===== src/rtl/rpn_pkg.sv =====
// shared types and constants for the rpn stack calculator
// no dependencies
package rpn_pkg;

    localparam int Q_W = 32;

    localparam logic signed [Q_W-1:0] Q_MAX = 32'sh7FFF_FFFF;
    localparam logic signed [Q_W-1:0] Q_MIN = 32'sh8000_0000;

    typedef enum logic [2:0] {
        KIND_PUSH    = 3'd0,
        KIND_ADD     = 3'd1,
        KIND_SUB     = 3'd2,
        KIND_MUL     = 3'd3,
        KIND_DIV     = 3'd4,
        KIND_MOD     = 3'd5,
        KIND_SHOW    = 3'd6,
        KIND_UNKNOWN = 3'd7
    } kind_t;

    typedef enum logic [3:0] {
        ST_IDLE,
        ST_RD_R,
        ST_GET_R,
        ST_RD_L,
        ST_GET_L,
        ST_EXEC,
        ST_MUL_SAT,
        ST_DIV_WAIT,
        ST_DONE
    } state_t;

    typedef struct packed {
        logic start;
        logic is_mod;
    } div_ctrl_t;

endpackage


===== src/rtl/rpn_mem.sv =====
// operand stack memory, one write port and one registered read port
// depends on rpn_pkg
module rpn_mem #(
    parameter int DEPTH = 128
) (
    input  logic                             clk,
    input  logic                             we,
    input  logic [$clog2(DEPTH)-1:0]         wr_addr,
    input  logic signed [rpn_pkg::Q_W-1:0]   wr_data,
    input  logic [$clog2(DEPTH)-1:0]         rd_addr,
    output logic signed [rpn_pkg::Q_W-1:0]   rd_data
);
    import rpn_pkg::*;

    logic signed [Q_W-1:0] mem [DEPTH];

    always_ff @(posedge clk)
    begin
        if (we)
        begin
            mem[wr_addr] <= wr_data;
        end
    end

    always_ff @(posedge clk)
    begin
        rd_data <= mem[rd_addr];
    end

endmodule


===== config.mk =====
export PLATFORM = sky130hd
export DESIGN_NAME = rpn_mem
export DESIGN_NICKNAME = d
export VERILOG_FILES = /design/src/rtl/rpn_pkg.sv /design/src/rtl/rpn_mem.sv
export SDC_FILE = /design/constraint.sdc
export NUM_CORES = 2
export LEC_CHECK = 0
export ABC_AREA = 0
export BUFFER_PORTS_ARGS = -buffer_cell sky130_fd_sc_hd__buf_4
export CAP_MARGIN = 20
export CORE_ASPECT_RATIO = 1.1
export CORE_MARGIN = 3
export CORE_UTILIZATION = 55
export DETAILED_ROUTE_END_ITERATION = 6
export GPL_TIMING_DRIVEN = 0
export PLACE_DENSITY = 0.69
export SKIP_LAST_GASP = 1
export SLEW_MARGIN = 15
export SYNTH_ARGS = -nofsm -noshare
export SYNTH_HDL_FRONTEND = slang
export SYNTH_SLANG_ARGS = --single-unit

===== constraint.sdc =====
create_clock -name clk -period 4.77 [get_ports clk]
set_input_delay 0.477 -clock clk [delete_from_list [all_inputs] [get_ports clk]]
set_output_delay 0.477 -clock clk [all_outputs]
set_load 0.02 [all_outputs]

==> metrics.md <==
| Metric | Value |
|---|---|
| Status | finished clean |
| DP Area | 166000 µm² |
| Die area | roughly 290000 µm² |
| Die W | between 500 and 600 µm |
| Final Skew | approximately 0.038 ns |
| Synth top cells by count | edfxtp_1, mux4_2, clkbuf_1, nor2_1, buf_2 |
| Post-synthesis sequential area ratio | 0.791 |
| Pwr per Cell Area | 417 nW/µm² |
| Detailed Route Iter0 Violations | 10300 |
| Setup WS post-layout | 0.683 ns |
| Area grow syn2layout | 14.7% |
| HP Class | input port to register |
| Wire per inst | 36.6 µm |
| DRC Markers | 0 |
| Most frequent cell after synthesis | edfxtp_1 |
| Clock H-tree levels | 5 |
| Die height | 565 µm |
| Share of post-route cells with drive strength above 1 | 0.350 |
| Cell Area, Synth | 156000 µm² |
| Synth top area cells | edfxtp_1, mux4_2, clkbuf_1 |
| WHS Path Cells | 1 |
| Main synth FF type | edfxtp_1 |
| Buffers added on ports | 68 |
| Cts bufs inserted | 382 |
| Non-filler instance count after layout | ~11000 |
| Root buffer cell | clkbuf_16 |
| Leakage | 54.8 nW |
| Drt via density | 6.58 |
| Clk slew on worst S/H paths | 0.07 ns |
| Post-synthesis sequential element count | 4128 |
| Initial antenna violation count | 77 |
| Syn avg cell area | 26.1 µm² |
| I/O Pins | 80 |
| Cts repair resizes | 0 |
| Async set-reset flop share out of synthesis | 0 |
| Pre-antenna DRT Iters | 6 |
| Routability cong. | between 1 and 1.5 |
| Maximum clock rate | 245 MHz |
| CP endpoint kind | register |
| Vias in the first global route | 71400 |
| Clk Latency, worst-skew pair | about 0.90 ns |
| Initial core utilization | 0.555 |
| CTS Hold Buffers Added | 0 |
| Final setup vio count | 0 |
| Global route overflow | 0 |
| Antenna Nets Post-Route | 0 |
| Synth Instances | 5990 |
| Worst slack at placement | -0.109 ns |
| CTS tree | done |
| Worst vdd ir | 0.000322 V |
| Max-Cap Viols | 0 |
| Num Clock Sinks | about 4100 |
| Synth top area share | 0.787 |
| Period utilization | 0.857 |
| Post-layout nets | 6695 |
| Number of synthesized flops with an enable pin | 4096 |
| Dpl hpwl | around 260 mm |
| Final Hold Vio Count | 0 |
| Post-synth cell types | 17 |
| Synth area leader | edfxtp_1 |
| Finished Cell Area | 179000 µm² |
| Setup bufs post-CTS | 0 |
| Tot GR Track Use | 0.273 |
| Cell total after placement | around 9900 |
| Yosys warning count | 0 |
| Worst r2r path cells | 4 |
| Worst-margin pin slew | 1.25 ns |
| Top fanout value on the critical path | 10 |
| WL final | 394 mm |
| # fillers | 17900 |
| Row Count | slightly above 200 |
| Slew Viols, Final | 0 |
| Critical Path RT | 5.55 ns |
| Core area | 282000 µm² |
| Maximum clock path buffer count | 4 |
| Tmin final | 4.09 ns |
| Worst Path Class, Setup | input port to register |
| Worst slew margin | 0.165 |
| Crit path launch type | input port |
| Design Power | 74.8 mW |
| Routed via count | about 70000 |
| Crit path arrival time | 4.86 ns |
| RSZ-0062 raised after global routing | no |
| Post-synth net total | 6038 |
| Global-route wire length before repair | between 500 and 600 mm |
| Largest net degree at the start of global routing | 129 |
-- final timing paths --
check                           slack (ns)              endpoint             startpoint
worst max-delay path                  0.68    rd_data[3]$_DFF_P_             rd_addr[2]
worst min-delay path                  0.02  mem[35][1]$_DFFE_PP_             wr_data[1]
worst min register to register        1.18    rd_data[9]$_DFF_P_   mem[94][9]$_DFFE_PP_
worst max register to register        1.98   rd_data[14]$_DFF_P_  mem[53][14]$_DFFE_PP_
-- worst max-delay path, stage by stage --
cell	delay, ns
clkbuf_1	0.21
buf_2	0.43
clkbuf_2	0.68
clkbuf_1	0.93
mux4_2	0.43
mux4_2	0.62
mux4_2	0.66
mux2_2	0.38
-- final cells by class --
cell class / count / area [µm²] / share of cell area
buffer: 316 / 1350 / 0.00755
multi-input combinational: 1546 / 32300 / 0.180
clock buffer: 474 / 10400 / 0.0581
timing repair buffer: 273 / 4590 / 0.0256
sequential: 4128 / 124000 / 0.690
tap: 3708 / 4640 / 0.0259
clock inverter: 213 / 2010 / 0.0112
antenna: 110 / 275 / 0.00154
-- per-stage QoR --
step / utilization / setup TNS [ns] / hold WS [ns]
2_1_floorplan: - / 0 / 0.576
3_3_place_gp: 0.573 / -2274.39 / 0.895
3_5_place_dp: 0.589 / -0.546 / 0.891
4_1_cts: 0.633 / 0 / 0.00549
5_1_grt: 0.636 / 0 / 0.0365
6_report: 0.636 / 0 / 0.0234
-- power by group --
group,internal (mW),total [mW],switching [mW]
Combinational,1.56,4.17,2.61
Clock,17.6,30.5,13.0
Sequential,40.1,40.1,0.0529
Total,59.2,74.8,15.6
-- per-layer routing --
metal / GRT usage / up-vias / part of all wire
met5: 0 / - / 0.00046
met4: 0.104 / 28 / 0.042
met3: 0.0674 / 632 / 0.11
met2: 0.436 / 3960 / 0.49
met1: 0.371 / 38400 / 0.36
li1: - / 27800 / -
-- flip-flops by register name, indices dropped and copies added, names as in the netlist --
| name | flops |
|---|---|
| rd_data | 32 |
| mem | 4096 |
-- placed cells by master (no fill, tap or decap), types with 12 or more instances in the layout --
cell	netlist	routed
edfxtp_1	4096	4096
mux4_2	1344	1344
clkbuf_16	0	403
clkbuf_1	182	219
nor2_4	0	119
diode_2	0	110
buf_12	0	86
buf_2	79	83
clkinv_1	0	82
buf_4	3	74
clkinv_2	0	70
buf_16	0	62
buf_6	2	47
buf_1	50	45
bufinv_16	0	39
mux2_2	32	32
dfxtp_1	32	32
clkbuf_2	0	29
nand2_1	14	14
nand3_1	12	12
clkinvlp_4	0	12
-- logic make-up after synthesis --
family,synth area share
simple gates,0.00446
buf+inv,0.00839
flops,0.791
mux,0.196
Note: power is estimated with default switching activity, not from simulation.
