==> config.mk <==
export PLATFORM = sky130hd
export DESIGN_NAME = rpn_div
export DESIGN_NICKNAME = d
export VERILOG_FILES = /design/src/rtl/rpn_pkg.sv /design/src/rtl/rpn_div.sv
export SDC_FILE = /design/constraint.sdc
export NUM_CORES = 1
export LEC_CHECK = 0
export BUFFER_PORTS_ARGS = -buffer_cell sky130_fd_sc_hd__buf_4
export CELL_PAD_IN_SITES_DETAIL_PLACEMENT = 1
export CELL_PAD_IN_SITES_GLOBAL_PLACEMENT = 1
export CORE_MARGIN = 10
export CORE_UTILIZATION = 35
export CTS_BUF_LIST = sky130_fd_sc_hd__clkbuf_2 sky130_fd_sc_hd__clkbuf_4 sky130_fd_sc_hd__clkbuf_8
export DETAILED_ROUTE_END_ITERATION = 7
export PLACE_DENSITY = 0.69
export SYNTH_ARGS = -nofsm -noshare
export SYNTH_HDL_FRONTEND = slang
export SYNTH_SLANG_ARGS = --single-unit
==> constraint.sdc <==
create_clock -name clk -period 7.3 [get_ports clk]
set_clock_uncertainty 0.1 [all_clocks]
set_input_delay 0.73 -clock clk [delete_from_list [all_inputs] [get_ports clk]]
set_output_delay 0.73 -clock clk [all_outputs]
set_load 0.02 [all_outputs]
==> src/rtl/rpn_pkg.sv <==
// shared types and constants for the rpn stack calculator
// no dependencies
package rpn_pkg;

    localparam int Q_W = 32;

    localparam logic signed [Q_W-1:0] Q_MAX = 32'sh7FFF_FFFF;
    localparam logic signed [Q_W-1:0] Q_MIN = 32'sh8000_0000;

    typedef enum logic [2:0] {
        KIND_PUSH    = 3'd0,
        KIND_ADD     = 3'd1,
        KIND_SUB     = 3'd2,
        KIND_MUL     = 3'd3,
        KIND_DIV     = 3'd4,
        KIND_MOD     = 3'd5,
        KIND_SHOW    = 3'd6,
        KIND_UNKNOWN = 3'd7
    } kind_t;

    typedef enum logic [3:0] {
        ST_IDLE,
        ST_RD_R,
        ST_GET_R,
        ST_RD_L,
        ST_GET_L,
        ST_EXEC,
        ST_MUL_SAT,
        ST_DIV_WAIT,
        ST_DONE
    } state_t;

    typedef struct packed {
        logic start;
        logic is_mod;
    } div_ctrl_t;

endpackage

==> src/rtl/rpn_div.sv <==
// iterative restoring divider, one quotient bit per cycle
// truncating q16.16 divide with saturation, or floor modulo; depends on rpn_pkg
module rpn_div (
    input  logic                           clk,
    input  logic                           rst_n,
    input  rpn_pkg::div_ctrl_t             ctrl,
    input  logic signed [rpn_pkg::Q_W-1:0] left,
    input  logic signed [rpn_pkg::Q_W-1:0] right,
    output logic                           done,
    output logic signed [rpn_pkg::Q_W-1:0] result
);
    import rpn_pkg::*;

    localparam int STEPS = 48;
    localparam int CW = $clog2(STEPS + 1);

    logic          busy_reg, busy_next;
    logic          done_reg, done_next;
    logic [CW-1:0] cnt_reg, cnt_next;
    logic [47:0]   quo_reg, quo_next;
    logic [31:0]   rem_reg, rem_next;
    logic [31:0]   dvs_reg, dvs_next;
    logic          mod_reg, mod_next;
    logic          sl_reg, sl_next;
    logic          sr_reg, sr_next;
    logic signed [Q_W-1:0] right_reg, right_next;

    logic [31:0] lmag;
    logic [31:0] rmag;
    logic [32:0] rem_sh;
    logic [32:0] diff;
    logic        ge;
    logic signed [32:0] m_trunc;
    logic signed [32:0] m_floor;
    logic signed [Q_W-1:0] q_val;

    assign lmag   = left[Q_W-1] ? (~left + 32'd1) : left;
    assign rmag   = right[Q_W-1] ? (~right + 32'd1) : right;
    assign rem_sh = {rem_reg, quo_reg[47]};
    assign diff   = rem_sh - {1'b0, dvs_reg};
    assign ge     = (rem_sh >= {1'b0, dvs_reg});

    always_comb
    begin
        busy_next  = busy_reg;
        done_next  = 1'b0;
        cnt_next   = cnt_reg;
        quo_next   = quo_reg;
        rem_next   = rem_reg;
        dvs_next   = dvs_reg;
        mod_next   = mod_reg;
        sl_next    = sl_reg;
        sr_next    = sr_reg;
        right_next = right_reg;
        if (ctrl.start)
        begin
            busy_next  = 1'b1;
            cnt_next   = CW'(STEPS);
            quo_next   = ctrl.is_mod ? {16'd0, lmag} : {lmag, 16'd0};
            rem_next   = '0;
            dvs_next   = rmag;
            mod_next   = ctrl.is_mod;
            sl_next    = left[Q_W-1];
            sr_next    = right[Q_W-1];
            right_next = right;
        end
        else if (busy_reg)
        begin
            rem_next = ge ? diff[31:0] : rem_sh[31:0];
            quo_next = {quo_reg[46:0], ge};
            cnt_next = cnt_reg - CW'(1);
            if (cnt_reg == CW'(1))
            begin
                busy_next = 1'b0;
                done_next = 1'b1;
            end
        end
    end

    always_ff @(posedge clk or negedge rst_n)
    begin
        if (!rst_n)
        begin
            busy_reg <= 1'b0;
            done_reg <= 1'b0;
            cnt_reg  <= '0;
        end
        else
        begin
            busy_reg <= busy_next;
            done_reg <= done_next;
            cnt_reg  <= cnt_next;
        end
    end

    always_ff @(posedge clk)
    begin
        quo_reg   <= quo_next;
        rem_reg   <= rem_next;
        dvs_reg   <= dvs_next;
        mod_reg   <= mod_next;
        sl_reg    <= sl_next;
        sr_reg    <= sr_next;
        right_reg <= right_next;
    end

    // sign of quotient, then clamp to the q16.16 range
    always_comb
    begin
        if (sl_reg == sr_reg)
        begin
            q_val = (quo_reg > 48'h0000_7FFF_FFFF) ? Q_MAX : $signed(quo_reg[31:0]);
        end
        else
        begin
            q_val = (quo_reg > 48'h0000_8000_0000) ? Q_MIN : $signed(~quo_reg[31:0] + 32'd1);
        end
    end

    // truncated remainder takes the dividend sign, floor moves it to the divisor sign
    assign m_trunc = sl_reg ? -$signed({1'b0, rem_reg}) : $signed({1'b0, rem_reg});
    assign m_floor = ((rem_reg != 32'd0) && (sl_reg != sr_reg)) ? m_trunc + 33'(right_reg)
                                                                 : m_trunc;

    assign done   = done_reg;
    assign result = mod_reg ? m_floor[31:0] : q_val;

endmodule

==> summary.md <==
| Metric | Value |
|---|---|
| Largest net degree at the start of global routing | 75 |
| Largest area contributor in the netlist | edfxtp_1 |
| DRT antenna net count | 0 |
| DR WL met2 | 24.2 mm |
| Final WS setup | 1.14 ns |
| Adder-cell share of the synthesized area | 7.74% |
| CTS max path bufs | 2 |
| RSZ-0062 raised after global routing | false |
| DP HPWL | 37.4 mm |
| Row cnt | 69 |
| GPL Wtd Cong | 0.945 |
| Yosys cell types | 74 |
| GRT Overall Usage | 21.6% |
| Vias per inst | 5.88 |
| EDFF count, synth | 113 |
| Worst EP arrival | 5.33 ns |
| Post-synthesis sequential area ratio | 33.1% |
| Layout cells sized above 1 | 11.8% |
| Vias in the first global route | 12400 |
| Detailed Route WL | 48.2 mm |
| Main combinational cell family by area after synthesis | compound AO/OA/AOI/OAI gates |
| Nets@finish | 1713 |
| Max Used Layer | met4 |
| Num ports | 101 |
| Gate Count Post-Synth | 1506 |
| DRT Pass-1 Iters | 6 |
| Root buffer cell | clkbuf_8 |
| Most frequent cells in the layout | 165 x nand2_1, 114 x buf_4, 113 x edfxtp_1 |
| Syn_nets | 1652 |
| Tcrit/Tclk final | 84.4% |
| WP data required | 6.47 ns |
| Core Area | 0.0358 mm2 |
| Worst-Margin Slew | 1.18 ns |
| Met1 wire length | 21.1 mm |
| WS Path Type | reg -> out |
| Pins Over Slew Limit | 0 |
| Post-synthesis mux area share | 1.24% |
| Dpl cells | 2008 |
| Detailed-routed wire length on met3 | 1.87 mm |
| Fillcell total | 4232 |
| Worst-skew pair later-pin latency | 0.52 ns |
| Global-route wire length before repair | 74.5 mm |
| Compound-Gate Fraction of Synth Area | 24.5% |
| Number of antenna diodes | 0 |
| CTS tree | done |
| Die width | 211 um |
| Share of flip-flops with an asynchronous set or reset | 5.23% |
| Post-synth top flop | edfxtp_1 |
| Reg2reg setup slack | 2.68 ns |
| DRT iter0 DRCs | 722 |
| Hold Buf Count CTS | 1 |
| Remaining global-route overflow | 0 |
| Area added between synthesis and finish | 12.3% |
| Hold Vio Cnt, Final | 0 |
| Htree depth | 4 |
| Reg clk slew, reported paths | 0.09 ns |
| WL/cell | 23.6 um |
| Setup Fix Bufs, Post-CTS | 0 |
| Initial antenna violation count | 0 |
| TritonCTS Sinks | 153 |
| Die area | 0.0446 mm2 |
| Final setup fails | 0 |
| Max reg flops | 48 |
| Post-CTS sizing | 0 |
| Top cell type's share of synthesized area | 26.5% |
| Setup TNS | 0 ns |
| Residual DRC count | 0 |
| Hold crit path type | in -> reg |
| Post-Syn Area | 0.0128 mm2 |
| Fin cells | 2041 |
| Finished Core Util | 40.1% |
| IO buf count | 100 |
| Slew headroom | 21.1% |
| Synth area leaders | edfxtp_1 27%, ha_1 7.4%, xnor2_1 6.1% |
| Die height | 211 um |
| Status | finished, final reports clean |
| Synth Register Bits | 153 |
| Critical Path Start Type | flop |
| Total CTS buffers | 17 |
| Max Cap Viol | 0 |
| Simple-gate portion of the synthesized area | 19.5% |
| Worst setup EP type | primary output |
| Worst Path Max Fanout | 8 |
| DR vias | 12000 |
| Syn Area/Cell | 8.50 um2 |
| Clock period minus worst slack | 6.16 ns |
| Initial Util | 35.7% |
| Commonest non-fill, non-tap cell in the layout | nand2_1 |
| Post-Place Worst Slack | 1.75 ns |
| Fmax | 0.162 GHz |
| Xor and xnor fraction of the mapped netlist area | 9.31% |
| Synth warn | 0 |
==> kinds of logic (layout without fill, tap and decap cells) <==
kind of cell | after synthesis | in the layout
simple gates | 505 | 505
fa+ha+maj | 78 | 78
buf+inv | 148 | 222
flops | 153 | 153
compound gates | 471 | 471
mux | 15 | 15
xor+xnor | 136 | 136
==> Yosys cell counts, types with 5 or more instances <==
| master | n |
|---|---|
| a22oi_1 | 5 |
| a31oi_1 | 23 |
| and3_1 | 7 |
| a21o_1 | 39 |
| or4_1 | 18 |
| o21ai_0 | 110 |
| o22ai_1 | 11 |
| o21bai_1 | 6 |
| a211oi_1 | 20 |
| nand2_1 | 166 |
| clkbuf_1 | 61 |
| or3_1 | 14 |
| dfxtp_1 | 32 |
| o211ai_1 | 10 |
| nand4_1 | 19 |
| o311ai_0 | 10 |
| o21ai_1 | 6 |
| mux2_2 | 7 |
| a21oi_1 | 91 |
| a2111oi_0 | 8 |
| or2_2 | 9 |
| o41ai_1 | 15 |
| o31a_1 | 5 |
| xnor2_1 | 89 |
| dfrtp_1 | 8 |
| nor4_1 | 18 |
| o31ai_1 | 32 |
| o2bb2ai_1 | 18 |
| xor2_1 | 47 |
| a211o_1 | 5 |
| buf_2 | 5 |
| edfxtp_1 | 113 |
| nand3_1 | 38 |
| mux2i_1 | 8 |
| inv_1 | 73 |
| a311oi_1 | 24 |
| o21a_1 | 9 |
| nor2_1 | 111 |
| nor3_1 | 38 |
| ha_1 | 76 |
| nor2b_1 | 7 |
| nand2b_1 | 23 |
| and2_1 | 6 |
==> critical path: stages, from the launching register on <==
cell and delay [ns]:
dfxtp_1 0.40, or4_4 0.57, or3_4 0.37, or3_4 0.39
o41ai_1 0.34, xnor2_1 0.20, ha_1 0.35, nand3_1 0.09
or2_2 0.30, a21oi_1 0.24, o31a_1 0.25, nor2_1 0.09
o2111ai_1 0.25, a21oi_1 0.11, or4_1 0.47, a31o_1 0.24
buf_4 0.16
==> path summary, 6_finish.rpt <==
check | end | from | cells after the start
setup / recovery | result[31] | rem_reg[3] | 16
hold reg to reg | done | cnt_reg[2] | 1
setup reg to reg | rem_reg[23] | dvs_reg[1] | 12
max in group asynchronous | busy_reg | rst_n | 2
hold / removal | right_reg[5] | right[5] | 1
min in group asynchronous | done | rst_n | 2
==> routing by layer <==
| metal | track usage, % | vias up |
|---|---|---|
| li1 | - | 5748 |
| met1 | 27.0 | 5946 |
| met2 | 38.0 | 261 |
| met3 | 2.83 | 49 |
| met4 | 6.14 | 0 |
| met5 | 0 | - |
==> layout make-up <==
| class | instances | area, um2 | share of cell area [%] |
|---|---|---|---|
| Clock buffer | 20 | 269 | 1.87 |
| Clock inverter | 12 | 163 | 1.13 |
| Inverter | 75 | 282 | 1.96 |
| Multi-Input combinational cell | 1205 | 7980 | 55.5 |
| Sequential cell | 153 | 4240 | 29.5 |
| Tap cell | 461 | 577 | 4.01 |
| Timing Repair Buffer | 115 | 866 | 6.02 |
==> per-stage QoR <==
stage | hold slack (ns) | area, um2
2_1_floorplan | 0.334 | 12800
3_3_place_gp | 0.400 | 13900
3_5_place_dp | 0.429 | 13900
4_1_cts | 0.295 | 14400
5_1_grt | 0.306 | 14400
6_report | 0.331 | 14400
Power is not shown: default switching activity piles up to over one toggle a cycle in this logic, so the estimate is an artifact.
